`src/hw/rtl/mips_instruction_execute_top_macros.svh`:
```
// Assertion macros shared by the instruction execute block.
`ifndef MIPS_INSTRUCTION_EXECUTE_TOP_MACROS_SVH
`define MIPS_INSTRUCTION_EXECUTE_TOP_MACROS_SVH
`ifndef ASSERT_OFF
`define MIE_ASSERT(label, prop, msg) \
  label: assert property (@(posedge clk) disable iff (rst) prop) else $error(msg);
`define MIE_ASSERT_ALWAYS(label, prop, msg) \
  label: assert property (@(posedge clk) prop) else $error(msg);
`else
`define MIE_ASSERT(label, prop, msg)
`define MIE_ASSERT_ALWAYS(label, prop, msg)
`endif
`endif

```
`src/hw/rtl/mie_pkg.sv`:
```
// Shared types and constants of the instruction execute block.
package mie_pkg;

  localparam int WORD_W     = 32;
  localparam int MUL_W      = 33;
  localparam int CFG_W      = 16;
  localparam int REG_N      = 32;
  localparam int RA_W       = 5;
  localparam int DIV_STEPS  = 32;
  localparam int DIV_CNT_W  = 5;

  localparam logic [RA_W-1:0] REG_SP = 5'd29;
  localparam logic [RA_W-1:0] REG_RA = 5'd31;
  localparam logic [RA_W-1:0] REG_V0 = 5'd2;
  localparam logic [RA_W-1:0] REG_A0 = 5'd4;
  localparam logic [RA_W-1:0] REG_A1 = 5'd5;

  typedef enum logic [5:0] {
    OP_ADD, OP_ADDU, OP_ADDIU, OP_SUB, OP_SUBU, OP_MUL, OP_MULU, OP_MULT,
    OP_MULTU, OP_DIV, OP_DIVU, OP_DIVHL, OP_DIVUHL, OP_XOR, OP_XORU, OP_NEG,
    OP_NEGU, OP_REM, OP_REMU, OP_LI, OP_SEQ, OP_SGE, OP_SGT, OP_SLE,
    OP_SLT, OP_SNE, OP_B, OP_J, OP_BEQ, OP_BNE, OP_BGE, OP_BLE,
    OP_BGT, OP_BLT, OP_BEQZ, OP_BNEZ, OP_BLEZ, OP_BGEZ, OP_BGTZ, OP_BLTZ,
    OP_JR, OP_JAL, OP_JALR, OP_LA, OP_LB, OP_LH, OP_LW, OP_SB,
    OP_SH, OP_SW, OP_MOVE, OP_MFHI, OP_MFLO, OP_SYSCALL
  } op_t;

  typedef enum logic [2:0] {CL_ALU, CL_MUL, CL_DIV, CL_LOAD, CL_STORE, CL_SYS} fclass_t;
  typedef enum logic [2:0] {RD_S, RD_T, RD_F, RD_V0, RD_A0, RD_A1} rd_sel_t;
  typedef enum logic [2:0] {CAP_NONE, CAP_A, CAP_T, CAP_X, CAP_SN, CAP_A0, CAP_A1} cap_t;
  typedef enum logic {DSRC_OPS, DSRC_ADDR} div_src_t;

  typedef enum logic [4:0] {
    S_CLEAR, S_IDLE, S_RS, S_RT, S_RF, S_DISP, S_MUL, S_DSTART, S_DIV,
    S_ASTART, S_ADIV, S_AADR, S_MRD, S_MCAP, S_MWR, S_SY2, S_SY4, S_SY5,
    S_SYC, S_WB
  } state_t;

  typedef struct packed {
    logic     take_in;
    rd_sel_t  rd_sel;
    cap_t     cap;
    logic     div_start;
    div_src_t div_src;
    logic     div_step;
    logic     mul;
    logic     mem_clear;
    logic     addr_load;
    logic     mem_wr;
    logic     mem_cap;
    logic     wb;
  } dp_cmd_t;

  typedef struct packed {
    fclass_t fclass;
    logic    div_last;
    logic    clear_last;
    logic    byte_last;
    logic    out_free;
  } dp_sts_t;

endpackage

```
`src/hw/rtl/mie_ctrl.sv`:
```
// Controller state machine that sequences each instruction through the datapath.
`include "mips_instruction_execute_top_macros.svh"
module mie_ctrl (
  input  logic             clk,
  input  logic             rst,
  input  logic             in_valid,
  output logic             in_stall,
  output mie_pkg::dp_cmd_t cmd,
  input  mie_pkg::dp_sts_t sts
);
  import mie_pkg::*;

  state_t state, state_next;

  always_ff @(posedge clk) begin
    if (rst) begin
      state <= S_CLEAR;
    end else begin
      state <= state_next;
    end
  end

  always_comb begin
    cmd        = '0;
    cmd.rd_sel = RD_S;
    cmd.cap    = CAP_NONE;
    cmd.div_src = DSRC_OPS;
    state_next = state;
    in_stall   = 1'b1;
    case (state)
      S_CLEAR: begin
        cmd.mem_clear = 1'b1;
        if (sts.clear_last) state_next = S_IDLE;
      end
      S_IDLE: begin
        in_stall    = 1'b0;
        cmd.take_in = in_valid;
        if (in_valid) state_next = S_RS;
      end
      S_RS: begin
        cmd.rd_sel = RD_S;
        state_next = S_RT;
      end
      S_RT: begin
        cmd.rd_sel = RD_T;
        cmd.cap    = CAP_A;
        state_next = S_RF;
      end
      S_RF: begin
        cmd.rd_sel = RD_F;
        cmd.cap    = CAP_T;
        state_next = S_DISP;
      end
      S_DISP: begin
        cmd.cap = CAP_X;
        case (sts.fclass)
          CL_MUL:             state_next = S_MUL;
          CL_DIV:             state_next = S_DSTART;
          CL_LOAD, CL_STORE:  state_next = S_ASTART;
          CL_SYS:             state_next = S_SY2;
          default:            state_next = S_WB;
        endcase
      end
      S_MUL: begin
        cmd.mul    = 1'b1;
        state_next = S_WB;
      end
      S_DSTART: begin
        cmd.div_start = 1'b1;
        state_next    = S_DIV;
      end
      S_DIV: begin
        cmd.div_step = 1'b1;
        if (sts.div_last) state_next = S_WB;
      end
      // Address reduction in S_ASTART and S_ADIV: quotient estimate, then the partial remainder.
      S_ASTART: begin
        cmd.div_src = DSRC_ADDR;
        state_next  = S_ADIV;
      end
      S_ADIV: begin
        cmd.div_src = DSRC_ADDR;
        state_next  = S_AADR;
      end
      S_AADR: begin
        cmd.addr_load = 1'b1;
        state_next    = (sts.fclass == CL_LOAD) ? S_MRD : S_MWR;
      end
      S_MRD: state_next = S_MCAP;
      S_MCAP: begin
        cmd.mem_cap = 1'b1;
        state_next  = sts.byte_last ? S_WB : S_MRD;
      end
      S_MWR: begin
        cmd.mem_wr = 1'b1;
        if (sts.byte_last) state_next = S_WB;
      end
      S_SY2: begin
        cmd.rd_sel = RD_V0;
        state_next = S_SY4;
      end
      S_SY4: begin
        cmd.rd_sel = RD_A0;
        cmd.cap    = CAP_SN;
        state_next = S_SY5;
      end
      S_SY5: begin
        cmd.rd_sel = RD_A1;
        cmd.cap    = CAP_A0;
        state_next = S_SYC;
      end
      S_SYC: begin
        cmd.cap    = CAP_A1;
        state_next = S_WB;
      end
      S_WB: begin
        if (sts.out_free) begin
          cmd.wb     = 1'b1;
          state_next = S_IDLE;
        end
      end
      default: state_next = S_IDLE;
    endcase
  end

  `MIE_ASSERT(a_accept_starts_read, (in_valid && !in_stall) |=> (state == S_RS), "accepted beat did not start operand reads")
  `MIE_ASSERT(a_wb_needs_room, cmd.wb |-> sts.out_free, "writeback while output register is full")
  `MIE_ASSERT(a_step_in_div, cmd.div_step |-> (state == S_DIV), "divider stepped outside a divide")
  `MIE_ASSERT_ALWAYS(a_clear_stalls, (state == S_CLEAR) |-> in_stall, "input taken during memory clearing")
endmodule

```
`config.mk`:
```
export PLATFORM = sky130hd
export DESIGN_NAME = mie_ctrl
export DESIGN_NICKNAME = d
export VERILOG_FILES = /design/src/hw/rtl/mie_pkg.sv /design/src/hw/rtl/mie_ctrl.sv
export VERILOG_INCLUDE_DIRS = /design/src /design/src/hw/rtl
export SDC_FILE = /design/constraint.sdc
export NUM_CORES = 1
export LEC_CHECK = 0
export BUFFER_PORTS_ARGS = -buffer_cell sky130_fd_sc_hd__buf_2
export CAP_MARGIN = 20
export CORE_UTILIZATION = 52
export CTS_CLUSTER_DIAMETER = 200
export CTS_CLUSTER_SIZE = 30
export DETAILED_ROUTE_END_ITERATION = 8
export PLACE_DENSITY = 0.83
export SYNTH_ARGS = -nofsm -noshare
export SYNTH_HDL_FRONTEND = slang
export SYNTH_SLANG_ARGS = --single-unit
```
`constraint.sdc`:
```
create_clock -name clk -period 2.95 [get_ports clk]
set_input_delay 0.1475 -clock clk [delete_from_list [all_inputs] [get_ports clk]]
set_output_delay 0.1475 -clock clk [all_outputs]
set_load 0.01 [all_outputs]
```
======== Word-level counts from Yosys, hierarchy flattened ========
Index checks and enable logic that the tools add are counted.
Widths: inputs -> output; s select.
operators by class
  equality and inequality tests ........... 29
  multiplexer cells ....................... 23
  reduce and logical (&&, ||, !) cells .... 5
operators with widths
  cell                number
  $pmux 5 s19         1
  $eq 5x4->1 const B  8
  $mux 5              6
  $eq 5x3->1 const B  4
  $eq 5x5->1 const B  4
  $pmux 5 s4          1
  $pmux 3 s6          1
  $pmux 3 s5          1
  $mux 1              12
  $eq 5x2->1 const B  2
  $ne 2x2->1 const B  5
  $eq 3x2->1 const B  2
  $eq 3x3->1 const B  2
  $reduce_or 2->1     3
  $eq 5x1->1 const B  1
  $logic_not 5->1     1
  $reduce_and 5->1    1
  $eq 3x1->1 const B  1
  $mux 2              1
word-level totals
  word-level logic and storage cells ...... 58
  output and inout bits ................... 17
  bits of input ports ..................... 10
  register bits ........................... 5

======== Depth between registers and ports, before layout ========
  depth in word-level cells ............... 4
  mapped depth ............................ 7
  gate-level depth less buffers ........... 5

======== Least setup slack after synthesis ========
No wires, ideal clock.
  kind .................................... register to register
  start point ............................. reg state[2]
  end point ............................... reg state[1]
  stages on the path, launching flop included .. 5
  data arrival time ....................... 1.436 ns
  period minus slack after synthesis ...... 1.552 ns
  setup slack ............................. 1.398 ns
  buffers on the path ..................... 0
  data required time ...................... 2.834 ns
  cells stage by stage .................... dfxtp_1 or3b_1 or3_1 nor4b_4 a41o_1
between the ends
  longest elaborated chain between the ends .. 3
  elaborated cells on any way between the ends .. 28
  those cells by class .................... eq/ne: 24; mux: 1; reduce/logical: 3
ends and longest elaborated chain
  item                                                     RTL line        text
  start, declared                                          mie_ctrl.sv:13  state_t state, state_next;
  start signal, assigned                                   mie_ctrl.sv:19  state <= state_next;
  $eq 5x3->1 (tied with other cells)                       mie_ctrl.sv:30  case (state)
  $reduce_or 2->1 (no line) or $ne 2x2->1 (tied branches)  n/a
  $pmux 5 s19 or $reduce_and 5->1 (tied branches)          n/a
Parallel ways exist; a longest one is shown, timed or not.
A chain may end at the register's enable or synchronous reset.

======== Final worst setup path ========
  start point ............................. reg state[1]
  end point ............................... reg state[1]
The elaborated chain is that of the path after synthesis.

==> flow_metrics.tcl <==
set metrics [dict create \
    worstSkewPairLatency_ns 0.24 \
    avgRoutedWirePerCell_um 13.5 \
    worst_slew_pin_slew_ns 0.749 \
    worstPathArrival_ns 2.20 \
    avgViaCountPerCell 6.13 \
    path_max_fanout 21 \
    fmax_ghz 0.483 \
    start_util_pct 56.7 \
    final_common_cell "buf_2" \
    cp_cell_sequence "nand2_1 -> or3_1 -> nor4b_4 -> a41o_1" \
    synth-edff-count 0 \
    hp-class "input pin to flop" \
    path_delay_family "simple AND/OR/NAND/NOR gates" \
    die_w_um 39.9 \
    largest_reg_flops 5 \
    fin_crit_ns 2.07 \
    via_count 914 \
    setup_viol 0 \
    grt_pass1_wl_mm 3.24 \
    ios 27 \
    grt_use_total_pct 28.8 \
    htreeDepth 1 \
    p_comb_share_pct 29.4 \
    clkTransAtPathRegs_ns 0.04 \
    required_ns 3.08 \
    die_h_um 39.9 \
    p_leak_nw 0.397 \
    min_period_over_period_pct 70.1 \
    rsz0062_at_grt "false" \
    hold_start "rst" \
    holdPathStages 2 \
    ctsResizeCount 0 \
    drt_iter0_drc 20 \
    setup-tns-final_ns 0 \
    reg2reg_slack_ns 0.88 \
    hold_buffers 0 \
    synth.distinct_cells 38 \
    synthFlopType "dfxtp_1" \
    p_sw_uw 74.5 \
    gp_congestion 0.887 \
    routed_wl_mm 2.01 \
    antenna-diode-count 0 \
    core_area_sq_mm 0.00132 \
    syn_avg_cell_area_sq_um 6.61 \
    layout_common_cells "buf_2, nor2_1, a21oi_1" \
    tritoncts "yes" \
    drv_cap 0 \
    yosysWarnings 0 \
    power.internal_uw 149 \
    synthArstFlopShare_pct 0 \
    sequentialPowerShare_pct 35.6 \
    yosysSeqAreaShare_pct 13.4 \
    switching_share_pct 33.3 \
    post-cts-setup-buffer-count 0 \
    finalPower_uw 224 \
    gr-total-overflow 0 \
    io_buffers 26 \
    num-nets-final 145 \
    r2r-start "state[1]" \
    synth_cells 113 \
    final_hold_viol_count 0 \
    rows 13 \
    grt_max_degree 22 \
    antenna_found_initial 0 \
    worst_slew_margin_rel_pct 50.0 \
    antenna_left 0 \
    slowest_stage "dfxtp_1" \
    drv_slew 0 \
    clock-sinks 5 \
    largestRegisters "state x5" \
    status "finished, final reports clean" \
    max_flop_register "state" \
    cp.buffers_inverters 0 \
    worstReg2RegEnd "state[1]" \
    drive_gt1_share_pct 26.1 \
    drc 0 \
    clock_skew_ns 0.00413 \
    ir_drop_uv 124 \
    path_class "flop to flop" \
    clockPowerShare_pct 35.0 \
    fillers 130 \
    crit_path_max_incr_delay_ns 0.80 \
    first_pass_iters 4 \
    syn_nets 123 \
    grt_pass1_vias 792 \
    end_kind "flop" \
    cts_made_buffers 3 \
    reg2regPathDepth 4 \
    synth-seq-cells 5 \
    powerDensity_mw_per_mm2 254 \
    layout-area-overhead-vs-synth_pct 18.1 \
    worstSetupStartpointType "flop" \
    min_to "state[4]" \
    fp.dieArea_sq_mm 0.00159 \
    hpwlAfterDp_mm 1.44 \
    max-clock-path-buffers 2 \
    synth_area_sq_um 747 \
    root_buffer "clkbuf_4" \
]
-- power groups by stage --
| stage | Combinational [mW] | Sequential, mW | Clock [mW] |
|---|---|---|---|
| after floorplan | 0.0506 | 0.0733 | 0 |
| after global routing | 0.0734 | 0.0800 | 0.0854 |
| final | 0.0658 | 0.0796 | 0.0784 |
| after global placement | 0.0634 | 0.0801 | 0 |
| after detailed placement | 0.0652 | 0.0803 | 0 |
| after CTS | 0.0655 | 0.0792 | 0.0803 |
-- routing by layer --
layer  global-route usage (%)  vias to the layer above  share of wire [%]  routed length, um
met5                        0                        -                  0                  0
met4                     4.31                        0                  0                  0
met3                     3.98                        0                5.9                119
met2                     52.4                       40                 49                981
met1                     35.6                      415                 45                911
li1                         -                      459                  -                  -
-- synth_stat cells, types with 2 or more instances --
master / count / share of area (%)
buf_2: 4 / 2.7
nor4_1: 2 / 1.7
clkbuf_1: 4 / 2.0
dfxtp_1: 5 / 13
and3_1: 4 / 3.3
nor2b_1: 3 / 2.5
nand2_1: 4 / 2.0
a211oi_1: 4 / 4.0
o21ai_0: 6 / 4.0
nor3_1: 10 / 6.7
nand3_1: 3 / 2.0
xor2_1: 2 / 2.3
nand2b_1: 7 / 5.9
inv_1: 5 / 2.5
a21oi_1: 11 / 7.4
or3_1: 3 / 2.5
nor2_1: 12 / 6.0
nor4_2: 2 / 3.3
a31oi_1: 3 / 2.5
-- area by class of cell --
class	instances	area [sq um]	share of cell area (%)
timing repair buffer	26	130	14.8
clock buffer	4	26.3	2.98
sequential	5	100	11.3
multi-input combinational	94	588	66.7
inverter	5	18.8	2.13
tap	15	18.8	2.13
-- kinds of logic after synthesis --
kind of cell | count (synthesis) | synth area share, %
simple gates | 59 | 47.9
compound gates | 31 | 26.0
buf+inv | 14 | 7.87
flops | 5 | 13.4
xor+xnor | 3 | 3.52
mux | 1 | 1.34
-- per-stage QoR --
| stage | instances | worst slack [ns] | utilization (%) | cell area (sq um) | hold WS, ns |
|---|---|---|---|---|---|
| final | 149 | 0.881 | 67.0 | 882 | 0.154 |
| after global routing | 149 | 0.753 | 67.0 | 882 | 0.168 |
| after CTS | 149 | 0.911 | 67.0 | 882 | 0.146 |
| after detailed placement | 145 | 0.926 | 65.0 | 856 | 0.406 |
| after global placement | 145 | 0.984 | 65.0 | 856 | 0.393 |
| after floorplan | 113 | 1.40 | - | 747 | 0.217 |
-- worst max-delay path by stage --
stage | start | to | slack, ns | depth (start not counted)
6_report | state[1] | state[1] | 0.88 | 4
2_1_floorplan | state[2] | state[1] | 1.40 | 4
3_3_place_gp | state[4] | state[1] | 0.98 | 4
5_1_grt | state[4] | state[4] | 0.75 | 5
4_1_cts | state[4] | state[1] | 0.91 | 4
3_5_place_dp | state[1] | state[1] | 0.93 | 4
Note: power is estimated with default switching activity, not from simulation.
